===== src/rtl/macd_pkg.sv =====
// ----------------------------------------------------------------------------
// macd_pkg
// Shared constants, codes and controller/datapath interface types for the
// MACD crossover detector.
// ----------------------------------------------------------------------------
package macd_pkg;

    localparam int PRICE_BITS        = 32;
    localparam int MAX_SIGNAL_PERIOD = 64;
    localparam int HIST_AW           = $clog2(MAX_SIGNAL_PERIOD);
    localparam int ACC_W             = 64;
    localparam int FRAC_SHIFT        = 16;
    localparam int DIV_W             = ACC_W + FRAC_SHIFT;
    localparam int DVS_W             = 9;
    localparam int DCNT_W            = $clog2(DIV_W);
    localparam int CNT_W             = 9;
    localparam int CMP_W             = 10;
    localparam int OUT_W             = 33;
    localparam int WSUM_W            = 40;
    localparam int PER_W             = 8;
    localparam int SIGP_W            = 7;
    localparam int XO_W              = 2;
    localparam int CFG_IDX_W         = 2;
    localparam int CFG_DATA_W        = 8;
    localparam int OUT_DATA_W        = ((2 * OUT_W + XO_W + 7) / 8) * 8;

    localparam logic [CFG_IDX_W-1:0] CFG_FAST   = 2'd0;
    localparam logic [CFG_IDX_W-1:0] CFG_SLOW   = 2'd1;
    localparam logic [CFG_IDX_W-1:0] CFG_SIGNAL = 2'd2;

    localparam logic [PER_W-1:0]  FAST_RESET   = 8'd12;
    localparam logic [PER_W-1:0]  SLOW_RESET   = 8'd26;
    localparam logic [SIGP_W-1:0] SIGNAL_RESET = 7'd9;

    localparam logic [XO_W-1:0] XO_NONE = 2'd0;
    localparam logic [XO_W-1:0] XO_BUY  = 2'd1;
    localparam logic [XO_W-1:0] XO_SELL = 2'd2;

    localparam logic [CNT_W-1:0]  COUNT_MAX = {CNT_W{1'b1}};
    localparam logic [OUT_W-1:0]  OUT_MAX   = {1'b0, {(OUT_W-1){1'b1}}};
    localparam logic [OUT_W-1:0]  OUT_MIN   = {1'b1, {(OUT_W-1){1'b0}}};
    localparam logic [WSUM_W-1:0] WSUM_MAX  = {1'b0, {(WSUM_W-1){1'b1}}};
    localparam logic [WSUM_W-1:0] WSUM_MIN  = {1'b1, {(WSUM_W-1){1'b0}}};

    typedef enum logic [1:0] {
        DIV_FAST = 2'd0,
        DIV_SLOW = 2'd1,
        DIV_MACD = 2'd2,
        DIV_SIG  = 2'd3
    } div_sel_t;

    typedef struct packed {
        logic     load;
        logic     div_start;
        div_sel_t div_sel;
        logic     fast_wr;
        logic     slow_wr;
        logic     macd_wr;
        logic     rd_old;
        logic     ring_sub;
        logic     ring_add;
        logic     sig_wr;
        logic     out_wr;
    } cmd_t;

    typedef struct packed {
        logic fast_div;
        logic slow_div;
        logic macd_div;
        logic sig_div;
        logic div_done;
        logic out_free;
    } status_t;

endpackage


===== src/rtl/macd_ctrl.sv =====
// ----------------------------------------------------------------------------
// macd_ctrl
// Sequencer that walks one sample through the averaging, ring and signal steps.
// ----------------------------------------------------------------------------
module macd_ctrl (
    input  logic              clk,
    input  logic              rst_n,
    input  logic              in_valid,
    output logic              in_ready,
    input  macd_pkg::status_t st,
    output macd_pkg::cmd_t    cmd
);
    import macd_pkg::*;

    typedef enum logic [12:0] {
        ST_IDLE   = 13'h0001,
        ST_FAST   = 13'h0002,
        ST_FAST_W = 13'h0004,
        ST_SLOW   = 13'h0008,
        ST_SLOW_W = 13'h0010,
        ST_MACD   = 13'h0020,
        ST_MACD_W = 13'h0040,
        ST_RD     = 13'h0080,
        ST_SUB    = 13'h0100,
        ST_ADD    = 13'h0200,
        ST_SIG    = 13'h0400,
        ST_SIG_W  = 13'h0800,
        ST_OUT    = 13'h1000
    } state_t;

    state_t state_reg, state_next;

    always_comb
    begin
        state_next = state_reg;
        cmd        = '0;
        in_ready   = 1'b0;
        case (state_reg)
            ST_IDLE:
            begin
                in_ready = 1'b1;
                if (in_valid)
                begin
                    cmd.load   = 1'b1;
                    state_next = ST_FAST;
                end
            end
            ST_FAST:
            begin
                cmd.div_sel = DIV_FAST;
                if (st.fast_div)
                begin
                    cmd.div_start = 1'b1;
                    state_next    = ST_FAST_W;
                end
                else
                begin
                    cmd.fast_wr = 1'b1;
                    state_next  = ST_SLOW;
                end
            end
            ST_FAST_W:
            begin
                if (st.div_done)
                begin
                    cmd.fast_wr = 1'b1;
                    state_next  = ST_SLOW;
                end
            end
            ST_SLOW:
            begin
                cmd.div_sel = DIV_SLOW;
                if (st.slow_div)
                begin
                    cmd.div_start = 1'b1;
                    state_next    = ST_SLOW_W;
                end
                else
                begin
                    cmd.slow_wr = 1'b1;
                    state_next  = ST_MACD;
                end
            end
            ST_SLOW_W:
            begin
                if (st.div_done)
                begin
                    cmd.slow_wr = 1'b1;
                    state_next  = ST_MACD;
                end
            end
            ST_MACD:
            begin
                cmd.div_sel = DIV_MACD;
                if (st.macd_div)
                begin
                    cmd.div_start = 1'b1;
                    state_next    = ST_MACD_W;
                end
                else
                begin
                    cmd.macd_wr = 1'b1;
                    state_next  = ST_RD;
                end
            end
            ST_MACD_W:
            begin
                if (st.div_done)
                begin
                    cmd.macd_wr = 1'b1;
                    state_next  = ST_RD;
                end
            end
            ST_RD:
            begin
                cmd.rd_old = 1'b1;
                state_next = ST_SUB;
            end
            ST_SUB:
            begin
                cmd.ring_sub = 1'b1;
                state_next   = ST_ADD;
            end
            ST_ADD:
            begin
                cmd.ring_add = 1'b1;
                state_next   = ST_SIG;
            end
            ST_SIG:
            begin
                cmd.div_sel = DIV_SIG;
                if (st.sig_div)
                begin
                    cmd.div_start = 1'b1;
                    state_next    = ST_SIG_W;
                end
                else
                begin
                    cmd.sig_wr = 1'b1;
                    state_next = ST_OUT;
                end
            end
            ST_SIG_W:
            begin
                if (st.div_done)
                begin
                    cmd.sig_wr = 1'b1;
                    state_next = ST_OUT;
                end
            end
            ST_OUT:
            begin
                if (st.out_free)
                begin
                    cmd.out_wr = 1'b1;
                    state_next = ST_IDLE;
                end
            end
            default:
            begin
                state_next = ST_IDLE;
            end
        endcase
    end

    always_ff @(posedge clk or negedge rst_n)
    begin
        if (!rst_n)
        begin
            state_reg <= ST_IDLE;
        end
        else
        begin
            state_reg <= state_next;
        end
    end

endmodule


===== config.mk =====
export PLATFORM = sky130hd
export DESIGN_NAME = macd_ctrl
export DESIGN_NICKNAME = d
export VERILOG_FILES = /design/src/rtl/macd_pkg.sv /design/src/rtl/macd_ctrl.sv
export SDC_FILE = /design/constraint.sdc
export NUM_CORES = 1
export LEC_CHECK = 0
export ABC_AREA = 1
export BUFFER_PORTS_ARGS = -buffer_cell sky130_fd_sc_hd__buf_2
export CORE_MARGIN = 10
export CORE_UTILIZATION = 55
export CTS_CLUSTER_DIAMETER = 40
export DETAILED_ROUTE_END_ITERATION = 10
export GPL_TIMING_DRIVEN = 0
export PLACE_DENSITY = 0.8
export SETUP_SLACK_MARGIN = 0.2
export SLEW_MARGIN = 30
export SYNTH_ARGS = -nofsm -noshare
export SYNTH_HDL_FRONTEND = slang
export SYNTH_SLANG_ARGS = --single-unit

===== constraint.sdc =====
create_clock -name clk -period 3.8 [get_ports clk]
set_clock_uncertainty 0.15 [all_clocks]
set_input_delay 0.38 -clock clk [delete_from_list [all_inputs] [get_ports clk]]
set_output_delay 0.38 -clock clk [all_outputs]
set_load 0.02 [all_outputs]

Word level (Yosys, flattened, before mapping)
Cells that the tools add are included.
{"block": "totals", "input_bits": 9, "register_bits": 13}
{"block": "classes", "n_mux": 33, "n_reduce_logical": 1, "n_eq_ne": 19}
{"operator": "$pmux W13 S13", "count": 1}
{"operator": "$mux W13", "count": 7}
{"operator": "$mux W1", "count": 17}
{"operator": "$eq A13 B1 Y1 const B", "count": 1}
{"operator": "$eq A13 B10 Y1 const B", "count": 1}
{"operator": "$eq A13 B11 Y1 const B", "count": 1}
{"operator": "$eq A13 B12 Y1 const B", "count": 1}
{"operator": "$eq A13 B13 Y1 const B", "count": 1}
{"operator": "$eq A13 B2 Y1 const B", "count": 1}
{"operator": "$eq A13 B3 Y1 const B", "count": 1}
{"operator": "$eq A13 B4 Y1 const B", "count": 1}
{"operator": "$eq A13 B5 Y1 const B", "count": 1}
{"operator": "$eq A13 B6 Y1 const B", "count": 1}
{"operator": "$eq A13 B7 Y1 const B", "count": 1}
{"operator": "$eq A13 B8 Y1 const B", "count": 1}
{"operator": "$eq A13 B9 Y1 const B", "count": 1}
{"operator": "$ne A2 B2 Y1 const B", "count": 6}
{"operator": "$pmux W3 S4", "count": 1}
{"operator": "$mux W8", "count": 1}
{"operator": "$pmux W1 S2", "count": 4}
{"operator": "$mux W6", "count": 1}
{"operator": "$reduce_and A6 Y1", "count": 1}
{"operator": "$mux W4", "count": 1}

Depth between registers and ports, before layout
{"block": "depth", "word_depth": 3, "mapped_depth": 10}

Worst setup path before layout
OpenSTA, ideal clock, no wires.
{"block": "synth_timing", "path_type": "flip-flop to output port", "start": "register state_reg[11]", "end": "output port cmd[10] (netlist name)", "arrival_time_ps": 1378, "n_path_buf": 1, "required_time_ps": 3270, "setup_slack_ps": 1892, "path_stages_with_launch": 7, "path_cell_list": "dfrtp_1 -> nor2_4 -> nand2_4 -> nor2_8 -> buf_12 -> nand3_4 -> o2111ai_1"}
{"element": "from (decl)", "line": "macd_ctrl.sv:31", "rtl": "state_t state_reg, state_next;"}
{"element": "from (signal assigned)", "line": "macd_ctrl.sv:174", "rtl": "state_reg <= state_next;"}
{"element": "to (decl)", "line": "macd_ctrl.sv:11", "rtl": "output macd_pkg::cmd_t cmd"}

==> impl_metrics.py <==
metrics = {
    "worst_setup_path": {
        "critPathLaunchType": "flop",
        "critPathMaxFanout": 10,
        "reg2regPathDepth": 9,
        "r2r_end": "state_reg[0]",
        "end_kind": "output port",
        "rrSetupSlack_ns": 2.23,
        "timing.critical_path.from": "state_reg[11]",
        "crit_arrival_ns": 1.73,
        "cp_data_required_time_ns": 3.27,
        "worstReg2RegStart": "state_reg[11]",
        "timing.setup.critical_path_class": "flop to output port",
    },
    "route": {
        "drc": 0,
        "detail_route.vias_per_cell": 5.036,
        "drt-pass1-iter-count": 4,
        "postRouteWirelength_um": 2305,
        "routed-via-count": 967,
        "met3WireLength_um": 140,
        "routed_len_inst_um": 12.01,
        "drt_iter0_drc": 39,
        "detailroute.wirelength.met2_um": 1069,
        "top_layer_used": "met4",
        "wl_met1_um": 1063,
        "final_antenna_net_count": 0,
    },
    "synth": {
        "syn_nets": 150,
        "synth_top_flop_cell": "dfrtp_1",
        "synthesis.area_per_instance_um2": 7.676,
        "syn_area_mm2": 0.001082,
        "netlist.top_cell.by_area": "dfrtp_1",
        "netlist_top_cells_count": "nand2_1, inv_1, nor2_1",
        "yosysSeqAreaShare_pct": 30.17,
        "synth.distinct_cells": 26,
        "synth.yosys.warnings": 0,
        "synth_top_area_cells": "dfrtp_1, nand2_1, inv_1",
        "synth.most_common_cell": "nand2_1",
        "synth_largest_type_area_fraction_pct": 27.75,
        "synth-async-reset-ratio_pct": 100.0,
        "synth_enable_flop_cells": 0,
        "total_of_flip_flops_plus_latches_after_synthesis": 13,
        "syn_inst": 141,
    },
    "cells_and_area": {
        "num_antenna_cells": 0,
        "area_delta_synth_final_pct": 15.95,
        "largest_register_ff_count": 13,
        "design.final.nets": 177,
        "drive_above_1_share_pct": 38.32,
    },
    "hold_path": {
        "min_to": "state_reg[12]",
        "hold-path-cell-count": 2,
        "worst_hold_path_type": "input pin to flop",
        "hold_path.startpoint": "st[0]",
    },
    "clock_network": {
        "cts_made_buffers": 3,
        "cts_sinks": 13,
        "clk_root_buffer_cell": "clkbuf_4",
        "tritoncts": "done",
        "hold_buffers": 1,
        "post_cts_repair_timing_setup_buffer_count": 0,
        "worst_path_clk_slew_ns": 0.08,
        "clock_latency_ns": 0.28,
        "cts_repair_resize_count": 0,
        "htree_levels": 1,
        "ctsLongestPathBuffers": 2,
    },
    "power": {
        "seq_power_share_pct": 31.4,
        "clock_power_share_pct": 15.7,
        "internal_power_w": 0.0003030,
        "maximum_vdd_ir_drop_mv": 0.2778,
        "static-leakage-power_nw": 0.7450,
        "p_switching_w": 0.0002555,
        "power_switching_share_pct": 45.75,
        "pwr_density_cell_mw_per_mm2": 445.0,
        "power.combinational.fraction_pct": 52.9,
    },
    "placed_design": {
        "place.gp.congestion": 0.8743,
        "dp_hpwl_um": 1975,
        "io_buffers": 21,
    },
    "sta": {
        "final.period_utilization_pct": 59.39,
        "tightestPinTransition_ns": 0.2986,
        "setup_viol": 0,
        "hold_violations": 0,
        "final_layout_setup_total_negative_slack_ns": 0,
        "finalCriticalPeriod_ns": 2.257,
        "grt_setup_unrepaired": "no",
        "max_slew_margin_pct": 80.09,
        "hold-worst-slack_ns": 0.1421,
        "report.final.slew_viol_count": 0,
        "fmax_mhz": 443.1,
    },
    "global_route": {
        "first_pass_grt_wire_length_um": 4057,
        "first_global_vias": 947,
        "initial_antenna_violation_count": 0,
        "grtUsageTotal_pct": 12.01,
        "grt_overflow_total": 0,
        "maximum_number_of_pins_on_one_net_before_global_route_repair": 14,
    },
    "flow_run": {
        "cap_viol_max_count": 0,
    },
    "floorplan": {
        "initial_cell_density_of_the_core_pct": 60.07,
        "chipHeight_um": 64.36,
        "floorplan.rows": 15,
        "pin_count": 22,
        "floorplan.die_area_mm2": 0.004142,
        "chipWidth_um": 64.36,
        "fp.coreArea_mm2": 0.001802,
    },
    "outcome": {
        "outcome": "finished, final reports clean",
    },
}
[how the worst max path moves through the flow]
stage / to / slack, ns / cells after the start
2_1_floorplan: cmd[10] / 1.89 / 6
3_3_place_gp: cmd[10] / 1.87 / 7
3_5_place_dp: cmd[10] / 1.85 / 7
4_1_cts: cmd[10] / 1.54 / 7
5_1_grt: cmd[10] / 1.41 / 7
6_report: cmd[10] / 1.54 / 7
[layout by cell type (no fill, tap or decap), types with 6 or more instances in the layout]
master and count:
buf_2 22, dfrtp_1 12, inv_1 24, nand2_1 26, nand2_4 6, nand3_1 9, nor2_1 17, nor2_2 8
o22ai_1 6
[cell type report]
type,instances,area [um^2]
clock buffer,4,26.28
fill,164,546.8
buffer,2,25.02
tap,25,31.28
multi-input combinational,98,623.1
sequential,13,326.6
inverter,28,107.6
timing repair buffer,22,115.1
[routing by layer]
layer,vias to the layer above,track usage [%]
li1,502,-
met2,19,20.20
met5,-,0
met4,0,4.011
met1,441,13.60
met3,5,4.530
[logic make-up (layout without fill, tap and decap cells)]
| kind of cell | count (synthesis) | in the layout | synth area share, % |
|---|---|---|---|
| buffers and inverters | 30 | 56 | 12.25 |
| AND/OR/NAND/NOR | 87 | 87 | 49.94 |
| flip-flops | 13 | 13 | 30.17 |
| AO/OA/AOI/OAI | 11 | 11 | 7.630 |
[worst max-delay path: stages (launching register included)]
cell       delay [ns]
dfrtp_1          0.44
nor2_4           0.17
nand2_4          0.08
nor2_8           0.14
buf_12           0.16
nand3_4          0.09
o2111ai_1        0.17
buf_2            0.19
[power by group through the flow]
stage               Sequential, W  Clock (W)  Combinational [W]
finish                   0.000175  0.0000876           0.000296
global route             0.000178  0.0000943           0.000330
CTS                      0.000175  0.0000880           0.000302
detailed placement       0.000178          0           0.000300
global placement         0.000177          0           0.000292
floorplan                0.000176          0           0.000236
[metrics by stage]
stage               cells  area, um^2  setup slack, ns  total power, W  utilization (%)
floorplan             141        1082            1.892       0.0004119                -
global placement      187        1219            1.874       0.0004692            67.64
detailed placement    187        1219            1.853       0.0004782            67.64
CTS                   192        1255            1.541       0.0005652            69.65
global route          192        1255            1.411       0.0006031            69.65
finish                192        1255            1.543       0.0005585            69.65
Power figures use the tool's default switching activity.
